<file path="config.mk">
export PLATFORM = sky130hd
export DESIGN_NAME = sccb_master_with_retries_core
export DESIGN_NICKNAME = d
export VERILOG_FILES = /design/src/rtl/core/sccbm_pkg.sv /design/src/rtl/core/sccbm_front.sv /design/src/rtl/core/sccbm_back.sv /design/src/rtl/core/sccb_master_with_retries_core.sv
export SDC_FILE = /design/constraint.sdc
export NUM_CORES = 1
export LEC_CHECK = 0
export ABC_AREA = 1
export BUFFER_PORTS_ARGS = -buffer_cell sky130_fd_sc_hd__buf_2
export CORE_MARGIN = 8
export CORE_UTILIZATION = 34
export CTS_CLUSTER_SIZE = 28
export DETAILED_ROUTE_END_ITERATION = 8
export GPL_TIMING_DRIVEN = 0
export SLEW_MARGIN = 25
export SYNTH_ARGS = -nofsm -noshare
export SYNTH_HDL_FRONTEND = slang
export SYNTH_SLANG_ARGS = --single-unit
</file>
<file path="constraint.sdc">
create_clock -name clk_i -period 5 [get_ports clk_i]
set_input_delay 0.5 -clock clk_i [delete_from_list [all_inputs] [get_ports clk_i]]
set_output_delay 0.5 -clock clk_i [all_outputs]
set_load 0.005 [all_outputs]
</file>
<file path="src/rtl/core/sccbm_pkg.sv">
package sccbm_pkg;

  localparam int unsigned MaxReadLen = 16;
  localparam int unsigned QueueDepth = 2;

  localparam logic [7:0] DevAddrShortRst = 8'h42;
  localparam logic [7:0] DevAddrWideRst  = 8'hB8;
  localparam logic [7:0] WrRetryRst      = 8'd20;
  localparam logic [7:0] RdRetryRst      = 8'd30;

  typedef enum logic [1:0] {
    REQ_NONE  = 2'd0,
    REQ_WR8   = 2'd1,
    REQ_RD    = 2'd2,
    REQ_WR16  = 2'd3
  } req_kind_e;

  typedef enum logic [1:0] {
    CFG_DEV_SHORT = 2'd0,
    CFG_DEV_WIDE  = 2'd1,
    CFG_WR_RETRY  = 2'd2,
    CFG_RD_RETRY  = 2'd3
  } cfg_idx_e;

  typedef enum logic [1:0] {
    K_START = 2'd0,
    K_SEND  = 2'd1,
    K_RECV  = 2'd2,
    K_STOP  = 2'd3
  } op_kind_e;

  typedef struct packed {
    logic [1:0]  req_type;
    logic [7:0]  reg_addr;
    logic [15:0] wr_data;
    logic [4:0]  rd_length;
    logic        sda_in;
  } req_t;

  typedef struct packed {
    logic       scl_level;
    logic       sda_level;
    logic       sda_listening;
    logic       busy_res;
    logic       rd_valid;
    logic [7:0] rd_data;
    logic       rd_last;
    logic       done_res;
    logic       failed;
  } res_t;

  typedef struct packed {
    logic [7:0] dev_addr_short;
    logic [7:0] dev_addr_wide;
    logic [7:0] write_retry_limit;
    logic [7:0] read_retry_limit;
  } cfg_t;

  function automatic op_kind_e op_kind(input logic [1:0] kind, input logic [2:0] op);
    op_kind_e k;
    k = K_STOP;
    case (kind)
      REQ_WR8: begin
        if (op == 3'd0) k = K_START;
        else if (op <= 3'd3) k = K_SEND;
      end
      REQ_RD: begin
        if (op == 3'd0 || op == 3'd4) k = K_START;
        else if (op == 3'd1 || op == 3'd2 || op == 3'd5) k = K_SEND;
        else if (op == 3'd6) k = K_RECV;
      end
      REQ_WR16: begin
        if (op == 3'd0) k = K_START;
        else if (op <= 3'd4) k = K_SEND;
      end
      default: k = K_STOP;
    endcase
    return k;
  endfunction

  function automatic logic [2:0] last_op(input logic [1:0] kind);
    logic [2:0] r;
    case (kind)
      REQ_WR8:  r = 3'd4;
      REQ_RD:   r = 3'd7;
      REQ_WR16: r = 3'd5;
      default:  r = 3'd7;
    endcase
    return r;
  endfunction

endpackage

</file>
<file path="src/rtl/core/sccbm_front.sv">
module sccbm_front
  import sccbm_pkg::*;
(
  input  logic clk_i,
  input  logic rst_ni,
  input  logic in_valid_i,
  output logic in_stall_o,
  input  req_t in_item_i,
  output logic q_valid_o,
  input  logic q_pop_i,
  output req_t q_item_o
);

  localparam int unsigned PtrW = $clog2(QueueDepth);

  req_t              mem_q [QueueDepth];
  logic [PtrW-1:0]   wptr_q, rptr_q;
  logic [PtrW:0]     cnt_q;
  req_t              cls;
  logic              push;

  always_comb begin
    cls = in_item_i;
    if (in_item_i.rd_length > 5'(MaxReadLen)) begin
      cls.rd_length = 5'(MaxReadLen);
    end
  end

  assign in_stall_o = (cnt_q == (PtrW+1)'(QueueDepth));
  assign push       = in_valid_i && !in_stall_o;
  assign q_valid_o  = (cnt_q != '0);
  assign q_item_o   = mem_q[rptr_q];

  always_ff @(posedge clk_i) begin
    if (push) begin
      mem_q[wptr_q] <= cls;
    end
  end

  always_ff @(posedge clk_i or negedge rst_ni) begin
    if (!rst_ni) begin
      wptr_q <= '0;
      rptr_q <= '0;
      cnt_q  <= '0;
    end else begin
      if (push) wptr_q <= wptr_q + 1'b1;
      if (q_pop_i) rptr_q <= rptr_q + 1'b1;
      cnt_q <= cnt_q + (PtrW+1)'(push) - (PtrW+1)'(q_pop_i);
    end
  end

endmodule

</file>
<file path="src/rtl/core/sccbm_back.sv">
module sccbm_back
  import sccbm_pkg::*;
(
  input  logic clk_i,
  input  logic rst_ni,
  input  cfg_t cfg_i,
  input  logic q_valid_i,
  output logic q_pop_o,
  input  req_t q_item_i,
  output logic out_valid_o,
  input  logic out_stall_i,
  output res_t out_item_o
);

  logic [3:0]  phase_q, phase_d;
  logic [1:0]  sub_q, sub_d;
  logic [3:0]  bit_q, bit_d;
  logic [7:0]  sh_q, sh_d;
  logic [4:0]  bc_q, bc_d;
  logic [7:0]  att_q, att_d;
  logic        ab_q, ab_d;
  logic [1:0]  ty_q, ty_d;
  logic [7:0]  reg_q, reg_d;
  logic [15:0] dat_q, dat_d;
  logic [4:0]  len_q, len_d;
  logic        ov_q;
  res_t        res_q, res;
  logic        adv;

  logic [2:0]  op;
  op_kind_e    kind;
  logic [3:0]  nx_phase;
  logic [7:0]  tx_byte;
  logic        chk;
  logic        last_byte;
  logic [7:0]  lim;
  logic [7:0]  att_inc;
  logic [7:0]  sh_new;

  assign adv     = q_valid_i && (!ov_q || !out_stall_i);
  assign q_pop_o = adv;

  always_comb begin
    phase_d = phase_q; sub_d = sub_q; bit_d = bit_q; sh_d = sh_q;
    bc_d = bc_q; att_d = att_q; ab_d = ab_q; ty_d = ty_q;
    reg_d = reg_q; dat_d = dat_q; len_d = len_q;
    res = '0;
    res.scl_level = 1'b1;
    res.sda_level = 1'b1;
    op = '0; kind = K_STOP; nx_phase = '0; tx_byte = '0; chk = 1'b0;
    last_byte = 1'b0; lim = '0; att_inc = '0; sh_new = '0;

    if (phase_q == '0 && q_item_i.req_type != REQ_NONE) begin
      ty_d = q_item_i.req_type; reg_d = q_item_i.reg_addr;
      dat_d = q_item_i.wr_data; len_d = q_item_i.rd_length;
      att_d = '0; phase_d = 4'd1; sub_d = '0; bit_d = '0;
      sh_d = '0; bc_d = '0; ab_d = 1'b0;
    end

    if (phase_d != '0) begin
      op   = 3'(phase_d - 4'd1);
      kind = ab_d ? K_STOP : op_kind(ty_d, op);
      nx_phase = (op_kind(ty_d, phase_d[2:0]) == K_RECV && len_d == '0) ?
                 phase_d + 4'd2 : phase_d + 4'd1;
      if (op == 3'd2) tx_byte = reg_d;
      else if (ty_d == REQ_WR16) begin
        if (op == 3'd1) tx_byte = cfg_i.dev_addr_wide;
        else if (op == 3'd3) tx_byte = dat_d[15:8];
        else tx_byte = dat_d[7:0];
      end else if (ty_d == REQ_WR8 && op == 3'd3) tx_byte = dat_d[7:0];
      else if (op == 3'd5) tx_byte = cfg_i.dev_addr_short + 8'd1;
      else tx_byte = cfg_i.dev_addr_short;
      chk = (ty_d == REQ_WR16) || op == 3'd1 || op == 3'd5;
      last_byte = ({1'b0, bc_d} + 6'd1) >= {1'b0, len_d};
      lim = (ty_d == REQ_RD) ? cfg_i.read_retry_limit : cfg_i.write_retry_limit;
      if (lim == '0) lim = 8'd1;
      att_inc = att_d + 8'd1;
      sh_new = {sh_d[6:0], q_item_i.sda_in};
      res.busy_res = 1'b1;

      case (kind)
        K_START: begin
          res.scl_level = (sub_d < 2'd2);
          res.sda_level = (sub_d == 2'd0);
          if (sub_d >= 2'd2) begin
            phase_d = nx_phase; sub_d = '0; bit_d = '0;
          end else sub_d = sub_d + 2'd1;
        end
        K_SEND: begin
          res.scl_level = sub_d[0];
          if (bit_d < 4'd8) begin
            res.sda_level = tx_byte[3'(4'd7 - bit_d)];
            if (sub_d[0]) begin
              bit_d = bit_d + 4'd1; sub_d = '0;
            end else sub_d = 2'd1;
          end else begin
            res.sda_listening = 1'b1;
            if (sub_d[0]) begin
              if (q_item_i.sda_in && chk) begin
                ab_d = 1'b1; sub_d = '0;
              end else begin
                phase_d = nx_phase; sub_d = '0; bit_d = '0;
              end
            end else sub_d = 2'd1;
          end
        end
        K_RECV: begin
          res.scl_level = sub_d[0];
          if (bit_d < 4'd8) begin
            res.sda_listening = 1'b1;
            if (sub_d[0]) begin
              sh_d = sh_new;
              if (bit_d == 4'd7) begin
                res.rd_valid = 1'b1;
                res.rd_data  = sh_new;
                res.rd_last  = last_byte;
              end
              bit_d = bit_d + 4'd1; sub_d = '0;
            end else sub_d = 2'd1;
          end else begin
            res.sda_level = last_byte;
            if (sub_d[0]) begin
              bc_d = bc_d + 5'd1; sub_d = '0; bit_d = '0; sh_d = '0;
              if ((bc_d) >= len_d) begin
                phase_d = nx_phase; sub_d = '0; bit_d = '0;
              end
            end else sub_d = 2'd1;
          end
        end
        default: begin
          res.scl_level = (sub_d >= 2'd1);
          res.sda_level = (sub_d >= 2'd2);
          if (sub_d < 2'd2) sub_d = sub_d + 2'd1;
          else if (ab_d) begin
            att_d = att_inc;
            if (att_inc >= lim) begin
              res.done_res = 1'b1; res.failed = 1'b1; phase_d = '0;
            end else begin
              phase_d = 4'd1; sub_d = '0; bit_d = '0; sh_d = '0;
              bc_d = '0; ab_d = 1'b0;
            end
          end else if (op >= last_op(ty_d)) begin
            res.done_res = 1'b1; phase_d = '0;
          end else begin
            phase_d = nx_phase; sub_d = '0; bit_d = '0;
          end
        end
      endcase
    end
  end

  always_ff @(posedge clk_i or negedge rst_ni) begin
    if (!rst_ni) begin
      phase_q <= '0; sub_q <= '0; bit_q <= '0; sh_q <= '0; bc_q <= '0;
      att_q <= '0; ab_q <= 1'b0; ty_q <= '0; reg_q <= '0; dat_q <= '0;
      len_q <= '0; ov_q <= 1'b0;
    end else begin
      if (adv) begin
        phase_q <= phase_d; sub_q <= sub_d; bit_q <= bit_d; sh_q <= sh_d;
        bc_q <= bc_d; att_q <= att_d; ab_q <= ab_d; ty_q <= ty_d;
        reg_q <= reg_d; dat_q <= dat_d; len_q <= len_d;
        ov_q <= 1'b1;
      end else if (!out_stall_i) begin
        ov_q <= 1'b0;
      end
    end
  end

  always_ff @(posedge clk_i) begin
    if (adv) res_q <= res;
  end

  assign out_valid_o = ov_q;
  assign out_item_o  = res_q;

endmodule

</file>
<file path="src/rtl/core/sccb_master_with_retries_core.sv">
// Channel   Direction  Handshake              Payload
// in        input      in_valid_i/in_stall_o  in_item_i (req_t)
// out       output     out_valid_o/out_stall_i out_item_o (res_t)
// cfg       input      cfg_we_i               cfg_idx_i, cfg_wdata_i
// One item is taken per cycle while in_stall_o is low; each item yields one result
// item, registered first in the two-entry queue and then in the sequencer's
// output register. The sequencer steps once per item.
// Reset clears the queue, the sequencer and the registers to their defaults.
// A stalled output holds the sequencer; the queue then fills and stalls the input.
module sccb_master_with_retries_core
  import sccbm_pkg::*;
(
  input  logic       clk_i,
  input  logic       rst_ni,
  input  logic       in_valid_i,
  output logic       in_stall_o,
  input  req_t       in_item_i,
  output logic       out_valid_o,
  input  logic       out_stall_i,
  output res_t       out_item_o,
  input  logic       cfg_we_i,
  input  logic [1:0] cfg_idx_i,
  input  logic [7:0] cfg_wdata_i
);

  cfg_t cfg_q;
  logic q_valid, q_pop;
  req_t q_item;

  always_ff @(posedge clk_i or negedge rst_ni) begin
    if (!rst_ni) begin
      cfg_q.dev_addr_short    <= DevAddrShortRst;
      cfg_q.dev_addr_wide     <= DevAddrWideRst;
      cfg_q.write_retry_limit <= WrRetryRst;
      cfg_q.read_retry_limit  <= RdRetryRst;
    end else if (cfg_we_i) begin
      case (cfg_idx_i)
        CFG_DEV_SHORT: cfg_q.dev_addr_short    <= cfg_wdata_i;
        CFG_DEV_WIDE:  cfg_q.dev_addr_wide     <= cfg_wdata_i;
        CFG_WR_RETRY:  cfg_q.write_retry_limit <= cfg_wdata_i;
        CFG_RD_RETRY:  cfg_q.read_retry_limit  <= cfg_wdata_i;
        default: ;
      endcase
    end
  end

  sccbm_front u_front (
    .clk_i, .rst_ni, .in_valid_i, .in_stall_o, .in_item_i,
    .q_valid_o(q_valid), .q_pop_i(q_pop), .q_item_o(q_item)
  );

  sccbm_back u_back (
    .clk_i, .rst_ni, .cfg_i(cfg_q),
    .q_valid_i(q_valid), .q_pop_o(q_pop), .q_item_i(q_item),
    .out_valid_o, .out_stall_i, .out_item_o
  );

`ifndef NO_ASSERTIONS
  a_fail_done: assert property (@(posedge clk_i) disable iff (!rst_ni)
    out_valid_o && out_item_o.failed |-> out_item_o.done_res)
    else $error("failure reported without done");
  a_rd_listen: assert property (@(posedge clk_i) disable iff (!rst_ni)
    out_valid_o && out_item_o.rd_valid |-> out_item_o.sda_listening && out_item_o.busy_res)
    else $error("read byte outside a listening phase");
  a_idle_lines: assert property (@(posedge clk_i) disable iff (!rst_ni)
    out_valid_o && !out_item_o.busy_res |-> out_item_o.scl_level && out_item_o.sda_level)
    else $error("lines driven while idle");
`endif

endmodule
</file>
## Word level (Yosys, flattened, before mapping)

Memories as Yosys holds them, arrays and structs flattened.
Index checks and enable logic that the tools add are counted.

| storage, ports and cells | value |
|---|---|
| bits in writable memories | 64 |
| memories kept | 1 |
| logic and storage cells | 254 |
| flip-flop bits (word level) | 116 |
| bits of input ports | 47 |
| output and inout port bits | 18 |

Memory list:

| name | depth | width | read ports | clocked after Yosys merged registers in | wr ports | line | source |
|---|---|---|---|---|---|---|---|
| u_front.mem_q | 2 | 32 | 1 | 0 | 1 | sccbm_front.sv:16 | `req_t mem_q [QueueDepth];` |

| operators by class | value |
|---|---|
| reduce and logical (&&, ||, !) cells | 41 |
| equal/unequal tests | 23 |
| magnitude comparators | 14 |
| $add $sub $neg | 14 |
| bitwise operators | 2 |
| multiplexer cells | 131 |

Operators by type and width:

| cell | number |
|---|---|
| two-way mux 8 bit | 24 |
| two-way mux 4 bit | 26 |
| two-way mux 2 bit | 26 |
| two-way mux 5 bit | 9 |
| two-way mux 10 bit | 4 |
| two-way mux 1 bit | 24 |
| one-hot mux 4 bit (3 select lines) | 2 |
| == test 3 bit, second input constant | 6 |
| one-hot mux 2 bit (3 select lines) | 3 |
| adder 8 x 1 -> 8 bit, second input constant | 2 |
| two-way mux 16 bit | 1 |
| one-hot mux 8 bit (2 select lines) | 1 |
| == test 2 bit, second input constant | 7 |
| two-way mux 13 bit | 1 |
| two-way mux 3 bit | 4 |
| one-hot mux 5 bit (2 select lines) | 1 |
| == test 3 x 2 -> 1 bit, second input constant | 3 |
| logical OR 1 bit | 9 |
| adder 4 x 1 -> 4 bit, second input constant | 2 |
| >= comparator 8 bit | 1 |
| logical NOT 8 bit | 1 |
| one-hot mux 2 bit (2 select lines) | 2 |
| AND reduction 2 bit | 4 |
| adder 5 x 1 -> 6 bit, second input constant | 1 |
| other kinds (40) | 61 |

## Logic depth before layout (Yosys ltp)

Gate-level depths: netlist of the first run.
An unclocked memory read counts as a cell.

| logic depth | value |
|---|---|
| word-level depth | 23 |
| depth in mapped cells | 26 |

## Modules after synthesis

From an unflattened synthesis of the first run, not the netlist that was laid out.

| unflattened totals | value |
|---|---|
| cells, all modules | 1,242 |
| area, all modules | 10,413.7 µm² |

Modules (own cells, without submodules):

| module | sequential area each (µm²) | instances | cells an instance | area each (µm²) |
|---|---|---|---|---|
| sccbm_back | 2,057.0 | 1 | 892 | 6,187.2 |
| sccbm_front | 2,021.9 | 1 | 207 | 2,775.2 |
| sccb_master_with_retries_core | 815.8 | 1 | 143 | 1,451.4 |

## Least setup slack after synthesis of the first run

Ideal clock, no wire load.

| timing | value |
|---|---|
| path kind | reg2reg |
| from | register u_front.rptr_q |
| to | register u_back.phase_q[0] |
| data arrival time | 3.283 ns |
| clock period less this slack | 3.446 ns |
| setup time | 0.163 ns |
| data required time | 4.837 ns |
| path slack | 1.554 ns |
| stages on the path, launching flop included | 27 |
| cell sequence | dfrtp_1 -> buf_4 -> nand2_1 -> o21ai_1 -> nand2_4 -> nand2_2 -> buf_2 -> buf_2 -> nor2_1 -> ha_1 -> nand3_1 -> nor3_1 -> xor2_1 -> inv_1 -> ha_1 -> nand2_1 -> nor2_1 -> nand4_1 -> o2111a_1 -> nand2_1 -> nand2_1 -> nand2_1 -> a21oi_1 -> o21ai_1 -> nand3_1 -> nand2_1 -> o21ai_0 |

| between the ends | value |
|---|---|
| cells in the longest elaborated chain, start to end | 19 |
| elaborated cells between the ends (all ways) | 99 |
| classes of those cells | add/sub (5); order compare (10); eq/ne (16); mux (49); reduce/logical (18); memory (1) |

Ends and longest elaborated chain:

| element | line | source |
|---|---|---|
| start, declared | sccbm_front.sv:17 | `logic [PtrW-1:0] wptr_q, rptr_q;` |
| start signal, assigned | sccbm_front.sv:47 | `if (q_pop_i) rptr_q <= rptr_q + 1'b1;` |
| memory (2 x 32 bit) (*) | -- |  |
| branches (longest 17 deep; another with >= comparator 8 bit) | -- |  |
| two-way mux 4 bit (*) | sccbm_back.sv:60 | `if (phase_d != '0) begin` |
| end signal, assigned | sccbm_back.sv:154 | `phase_q <= '0; sub_q <= '0; bit_q <= '0; sh_q <= '0; bc_q <= '0;` |
| end signal, assigned | sccbm_back.sv:159 | `phase_q <= phase_d; sub_q <= sub_d; bit_q <= bit_d; sh_q <= sh_d;` |
| end, declared | sccbm_back.sv:15 | `logic [3:0] phase_q, phase_d;` |

Every way passes the cells marked *. The select of a mux whose other input is x is not followed.
A chain may end at the register's enable or synchronous reset.

## Worst setup path after layout of the first run

| timing | value |
|---|---|
| from | register u_back.phase_q[1] |
| to | register u_back.bc_q[2] |

| between the ends | value |
|---|---|
| cells in the longest elaborated chain, start to end | 16 |
| elaborated cells between the ends (all ways) | 55 |
| classes of those cells | add/sub (3); order compare (5); eq/ne (10); mux (27); reduce/logical (10) |

Ends and longest elaborated chain:

| element | line | source |
|---|---|---|
| branches (longest 15 deep; another with subtractor 3 x 1 -> 3 bit) | -- |  |
| two-way mux 5 bit (*) | sccbm_back.sv:60 |  |
| end signal, assigned | sccbm_back.sv:154 |  |
| end signal, assigned | sccbm_back.sv:160 | `bc_q <= bc_d; att_q <= att_d; ab_q <= ab_d; ty_q <= ty_d;` |
| end, declared | sccbm_back.sv:19 | `logic [4:0] bc_q, bc_d;` |

Marked as above.

==> reports/summary.txt, run 1 <==
Reg-to-Reg End - u_back.bc_q[2]
Setup violators final - 0
Worst-Margin Slew - 789 ps
Yosys warning total - 0
Max Cap Violations - 0
Register area share after synthesis - 0.492
Relative slew slack - 0.468
Clk root buf - clkbuf_16
Hold Violations, Final - 0
Fin crit period - 4540 ps
Count leader, synth - nand2_1
Synth area leaders - edfxtp_1 24%, dfrtp_1 22%, nand2_1 12%
Top cell type's share of synthesized area - 0.241
Die span in y - 187 um
Max FO, Critical Path - 10
Reg clk slew, reported paths - 70 ps
Gr usage total - 0.154
H-tree Lvls - 4
DRT iter0 DRCs - 596
Top cell family by delay on the critical path - simple AND/OR/NAND/NOR gates
CP max stage cell - dfrtp_1
Initial antenna violation count - 0
Syn_area_per_cell - 8.30 sq um
Layout Skew - 13.7 ps
Post-CTS setup buffers - 0
Status - finished clean
Starting density of the core - 0.346
Ant diodes - 0
Final WL - 26.7 mm
GPL Wtd Cong - 0.944
Clk sinks - 179
Drt drc - 0
CTS Buffer Depth - 2
FFs w/ async S/R, synth - 0.553
R2r startpoint - u_back.phase_q[1]
Crit path top cell by count - nand2_1
Clk_lat worst skew - 450 ps
Detailed Place HPWL - 19.7 mm
Worst setup SP type - flip-flop
Vias in the first global route - 8074
Syn Inst Count - 1199
Share of post-route cells with drive strength above 1 - 0.145
I/O Pins - 65
Number of synthesized register bits - 179
R2r setup slk - 460 ps
Total CTS buffers - 17
EDFF count, synth - 80
Critical path capture point type - flip-flop
Buffers plus inverters on the worst setup path - 5
Post-route clock period utilization - 0.908
Overflow after GRT - 0
Hold Crit Class - in2async
Core Region - 0.0288 sq mm
Cell accounting for the most synthesized area - edfxtp_1
Max Clk Rate - 220 MHz
CP arrival - 4820 ps
Design area - 0.0115 sq mm
Pin count of the biggest net entering global routing - 65
DIE WIDTH - 187 um
CTS tree - built
Crit Path Class - reg2reg
Commonest cells in the netlist - 317 x nand2_1, 147 x inv_1, 109 x o21ai_0
DR vias/cell - 4.91
# nets final - 1362
Post-synthesis cell area - 0.00995 sq mm
Dpl cell area - 0.0109 sq mm
RSZ-0062 raised after global routing - no
Count of pins over their slew limit - 0
Most used DFF post-synth - dfrtp_1
Netlist cell types - 52
Synthesized Nets - 1275
Critical path, cell by cell - nor2_2 -> nand2_4 -> inv_4 -> nand2_4 -> nand2_2 -> buf_2 -> buf_2 -> nor2_1 -> ha_1 -> nand3_1 -> nor3_1 -> xor2_1 -> inv_1 -> ha_1 -> nand2_1 -> nor2_1 -> nand4_1 -> o2111a_1 -> nand2_1 -> o21ai_0 -> nand2_1 -> buf_2 -> nand2_1 -> a22oi_1
Final ANT Viol Nets - 0
Global-route wire length before repair - 43.5 mm
Req. time, crit path - 5280 ps
Count of standard-cell rows - 62
Total number of vias - 8257
Syn-to-layout area delta - 15.2%
Reg2reg path depth - 24
Post-route setup TNS - 0 ps
Router iterations before antenna repair - 5
DIE AREA - 0.0350 sq mm
Post-layout util - 0.398
Per-cell routed wire length - 15.8 um
Port Buffer Count - 64
Max stage delay on crit path - 510 ps
Post-CTS Resized - 0
CTS Hold Bufs - 0
-- cells in the final DEF, fill, tap and decap left out, types with 9 or more instances in the layout --
cell type / Yosys / layout
clkbuf_16: 0 / 17
o21ai_1: 14 / 13
dfrtp_1: 87 / 87
clkbuf_1: 20 / 19
nand2_1: 317 / 317
nand2_2: 9 / 9
nor2_2: 9 / 9
xor2_1: 9 / 9
a22oi_1: 10 / 10
o21ai_0: 109 / 109
o22ai_1: 12 / 12
a21oi_1: 57 / 57
edfxtp_1: 80 / 80
dfstp_2: 12 / 12
nand3_1: 76 / 76
nor2_1: 86 / 84
buf_2: 9 / 72
ha_1: 29 / 29
inv_1: 147 / 147
-- layer usage --
metal  up-vias  part of all wire  GRT usage
met5         -                 0          0
met4         0             0.018     0.0495
met3        34             0.050     0.0324
met2       212              0.46      0.246
met1      3890              0.47      0.206
li1       4121                 -          -
-- cell type report --
class / count / area [sq um]
clock inverter: 15 / 180
multi-input combinational: 823 / 4260
inverter: 156 / 591
sequential: 179 / 4890
clock buffer: 17 / 425
buffer: 41 / 226
timing repair buffer: 68 / 407
fill: 2911 / 17300
tap: 384 / 480
-- state kept, by name, summed over array words and instances (netlist names) --
register            count
u_back.sh_q             7
u_back.sub_q            2
u_back.out_valid_o      1
u_back.reg_q            8
u_back.ty_q             2
u_front.mem_q          64
cfg_q                  32
u_back.bc_q             5
u_back.bit_q            4
u_front.rptr_q          1
u_back.dat_q           16
u_front.wptr_q          1
u_back.att_q            8
u_back.phase_q          4
u_back.out_item_o      16
u_back.ab_q             1
u_front.cnt_q           2
u_back.len_q            5
-- worst register-to-register path: stages, from the launching register on --
cell      delay, ps
dfrtp_1         510
nor2_2          210
nand2_4         120
inv_4           120
nand2_4          70
nand2_2         210
buf_2           370
buf_2           350
nor2_1          100
ha_1            230
nand3_1         120
nor3_1           70
xor2_1          140
inv_1            80
ha_1            290
nand2_1          70
nor2_1           60
nand4_1          60
o2111a_1        250
nand2_1          90
o21ai_0         350
nand2_1         120
buf_2           220
nand2_1          90
a22oi_1          80
-- through the flow --
stage	hold WS [ps]	std cells	setup WS (ps)
2_1_floorplan	204	1199	1550
3_3_place_gp	462	1647	545
3_5_place_dp	469	1651	492
4_1_cts	73.4	1683	479
5_1_grt	104	1683	145
6_report	56.2	1683	458
-- worst max path at each step --
| stage | slack (ps) | cells after the start | startpoint | end |
|---|---|---|---|---|
| after global routing | 150 | 24 | u_back.phase_q[1] | u_back.bc_q[2] |
| after CTS | 480 | 24 | u_back.phase_q[1] | u_back.bc_q[2] |
| after global placement | 550 | 25 | u_back.phase_q[1] | u_back.bit_q[1] |
| final | 460 | 24 | u_back.phase_q[1] | u_back.bc_q[2] |
| after detailed placement | 490 | 24 | u_back.phase_q[1] | u_back.bc_q[2] |
| after floorplan | 1550 | 26 | u_front.rptr_q | u_back.phase_q[0] |
-- logic make-up after synthesis --
logic type | after synthesis | share of synthesized area
simple gates | 535 | 0.234
mux | 7 | 0.00704
buf+inv | 197 | 0.0820
compound gates | 236 | 0.134
flops | 179 | 0.492
xor+xnor | 16 | 0.0141
fa+ha+maj | 29 | 0.0365
Power of run 1 is not shown: default switching activity piles up to over one toggle a cycle in this logic, so the estimate is an artifact.
==> inputs of run 2 (changes only) <==
Settings changed: ABC_AREA 1 to not set, CTS_BUF_LIST set to sky130_fd_sc_hd__clkbuf_16.
==> reports/summary.txt, run 2 <==
Commonest cells in the netlist - 87 x dfrtp_1, 82 x nor2_1, 80 x edfxtp_1
LEAKAGE - 4.40 nW
R2r startpoint - u_front.mem_q[1][30]
CTS Buffer Depth - 2 (unchanged)
Status - finished clean
Reg clk slew, reported paths - 80 ps (about the same)
Worst setup SP type - flip-flop
Die span in y - 182 um (-2.9%)
Peak VDD IR - 237 uV
R2r setup slk - 210 ps (-250 ps)
Setup violators final - 0 (unchanged)
Syn-to-layout area delta - 17.2%
Register area share after synthesis - 0.525 (+0.0326)
DIE AREA - 0.0330 sq mm (-5.7%)
Seq. cell area - 0.00489 sq mm (unchanged)
Hold Crit Class - in2reg
Ant diodes - 0 (unchanged)
Fillers - 2599 (-11%)
RSZ-0062 raised after global routing - no
Max Cap Violations - 0 (unchanged)
Top sig layer - met4
Hold Violations, Final - 0 (unchanged)
Most frequent cells in the layout - 87 x dfrtp_1, 81 x nor2_1, 80 x edfxtp_1
Worst setup margin - 210 ps (-247 ps)
Final WL - 23.8 mm (-11%)
Count of standard-cell rows - 60 (-3.2%)
Top cell type's share of synthesized area - 0.257 (+0.0160)
Reg2reg path depth - 18 (-25%)
Reg-to-Reg End - u_back.sh_q[0]
Hold_sp - in_item_i[14]
Pin count of the biggest net entering global routing - 55 (-15%)
Critical path capture point type - flip-flop
Drt drc - 0 (unchanged)
DR vias/cell - 5.38 (+9.7%)
Clk sinks - 179 (unchanged)
Vias in the first global route - 6886 (-15%)
Power density over cell area - 644 mW/mm^2
WL met1 - 11.4 mm (-9.6%)
Biggest register - u_front.mem_q
DRT iter0 DRCs - 588 (-1.3%)
GPL Wtd Cong - 0.908 (-3.8%)
Global-route wire length before repair - 38.3 mm (-12%)
Synth area leaders - edfxtp_1 26%, dfrtp_1 23%, mux2i_1 4.9%
Max Clk Rate - 209 MHz (-5.2%)
EDFF count, synth - 80 (unchanged)
Share of post-route cells with drive strength above 1 - 0.214 (+0.0681)
Number of synthesized register bits - 179 (unchanged)
Worst-Margin Slew - 784 ps (-5.56 ps)
Commonest non-fill, non-tap cell in the layout - dfrtp_1
Routed wl met3 - 1.42 mm (+6.5%)
Detailed Place HPWL - 17.6 mm (-10%)
Dpl cell area - 0.0102 sq mm (-6.4%)
Max FO, Critical Path - 10 (unchanged)
Router iterations before antenna repair - 7 (+2)
Initial antenna violation count - 0 (unchanged)
Yosys warning total - 0 (unchanged)
Crit Path Class - reg2reg
Max reg flops - 64 (unchanged)
Design area - 0.0109 sq mm (-4.6%)
Total power - 7.05 mW
Most used DFF post-synth - dfrtp_1
Post-route clock period utilization - 0.958 (+0.0495)
FFs w/ async S/R, synth - 0.553 (unchanged)
Synthesized Nets - 926 (-27%)
Clk_lat worst skew - 440 ps (about the same)
Req. time, crit path - 5320 ps (+40 ps)
Fin crit period - 4790 ps (+247 ps)
Total CTS buffers - 17 (unchanged)
Count leader, synth - dfrtp_1
Netlist cell types - 75 (+44%)
Met2 wire length - 10.6 mm (-13%)
Fin cells - 1296 (-23%)
Final ANT Viol Nets - 0 (unchanged)
Core Region - 0.0270 sq mm (-6.4%)
# nets final - 1018 (-25%)
Top flop regs - u_front.mem_q x64, cfg_q x32
Cell accounting for the most synthesized area - edfxtp_1
DIE WIDTH - 182 um (-2.9%)
Gr usage total - 0.146 (-0.00878)
Layout Skew - 13.7 ps (-0.0139 ps)
Syn_area_per_cell - 11.0 sq um (+32%)
CTS tree - built
CP arrival - 5110 ps (+290 ps)
Syn Inst Count - 850 (-29%)
Overflow after GRT - 0 (unchanged)
Count of pins over their slew limit - 0 (unchanged)
Starting density of the core - 0.346 (+0.000487)
Post-synthesis cell area - 0.00933 sq mm (-6.2%)
Total number of vias - 6976 (-16%)
H-tree Lvls - 4 (unchanged)
Placed cells - 1258 (-24%)
Hold Path Depth - 1
Relative slew slack - 0.477 (+0.00926)
Worst Hold Endpoint - u_front.mem_q[1][14]
I/O Pins - 65 (unchanged)
Port Buffer Count - 64 (unchanged)
Clk root buf - clkbuf_16
Per-cell routed wire length - 18.4 um (+16%)
Area of the multi-input gates - 0.00427 sq mm (+0.32%)
Dpl ws - -1330 ps (-1820 ps)
==> run 2: metrics by stage <==
step	TNS, ps	utilization	hold slack (ps)
after detailed placement	-24450	0.377	465
after floorplan	0	-	204
final	0	0.406	246
after CTS	0	0.404	226
after global placement	-25440	0.374	471
after global routing	0	0.406	226
==> run 2: cell type report <==
type,count,share of cell area
Tap cell,341,0.0390
Clock inverter,15,0.0152
Clock buffer,17,0.0389
Timing Repair Buffer,75,0.0417
Multi-Input combinational cell,605,0.391
Sequential cell,179,0.447
Inverter,20,0.00686
Buffer,44,0.0202
==> run 2: kinds of logic after synthesis <==
| kind of cell | share of synthesized area |
|---|---|
| DFF | 0.525 |
| muxes | 0.0964 |
| and+or+nand+nor | 0.134 |
| xor gates and xnor gates | 0.0188 |
| adders and majority gates | 0.0389 |
| AOI/OAI and AO/OA | 0.157 |
| buffers and inverters | 0.0310 |
==> run 2: timing repair <==
action / in CTS / in global routing
buffers inserted: 5 / 2
gates resized for setup: 21 / 8
hold buffers: 1 / 0
endpoints found under the setup margin: 29 / 20
endpoints found under the hold margin: 13 / 0
pin swaps: 2 / 2
==> run 2: power breakdown <==
group          internal (mW)  switching [mW]
combinational           1.26            2.25
clock                  0.669           0.651
sequential              2.00           0.219
total                   3.93            3.12
==> run 2: how the worst max path moves through the flow <==
stage,endpoint,slack [ps],startpoint
6_report,u_back.sh_q[0],210,u_front.mem_q[1][30]
2_1_floorplan,u_back.phase_q[0],240,u_back.phase_q[1]
3_5_place_dp,u_back.phase_q[0],-1330,u_back.phase_q[1]
3_3_place_gp,u_back.phase_q[0],-1420,u_back.phase_q[1]
5_1_grt,u_back.bc_q[3],7,u_back.phase_q[1]
4_1_cts,u_back.sh_q[0],10,u_back.phase_q[1]
==> run 2: worst max-delay path, cell delays in order (launching register included) <==
cell and delay [ps]:
edfxtp_1 440, or3b_1 490, nand3_4 130, buf_4 200, clkbuf_4 260, clkbuf_4 250
and2_1 170, ha_1 240, nand3_2 140, or3_1 370, a21oi_1 190, ha_1 280
nand4_1 80, nor2_1 50, a221o_1 410, a211oi_2 290, o31ai_1 140, a31o_2 310
a32o_1 210
==> run 2: metal layers <==
metal	track usage	vias up
met5	0	-
met4	0.0469	0
met3	0.0301	27
met2	0.220	218
met1	0.205	3389
li1	-	3342
(Power assumes the default switching activity.)
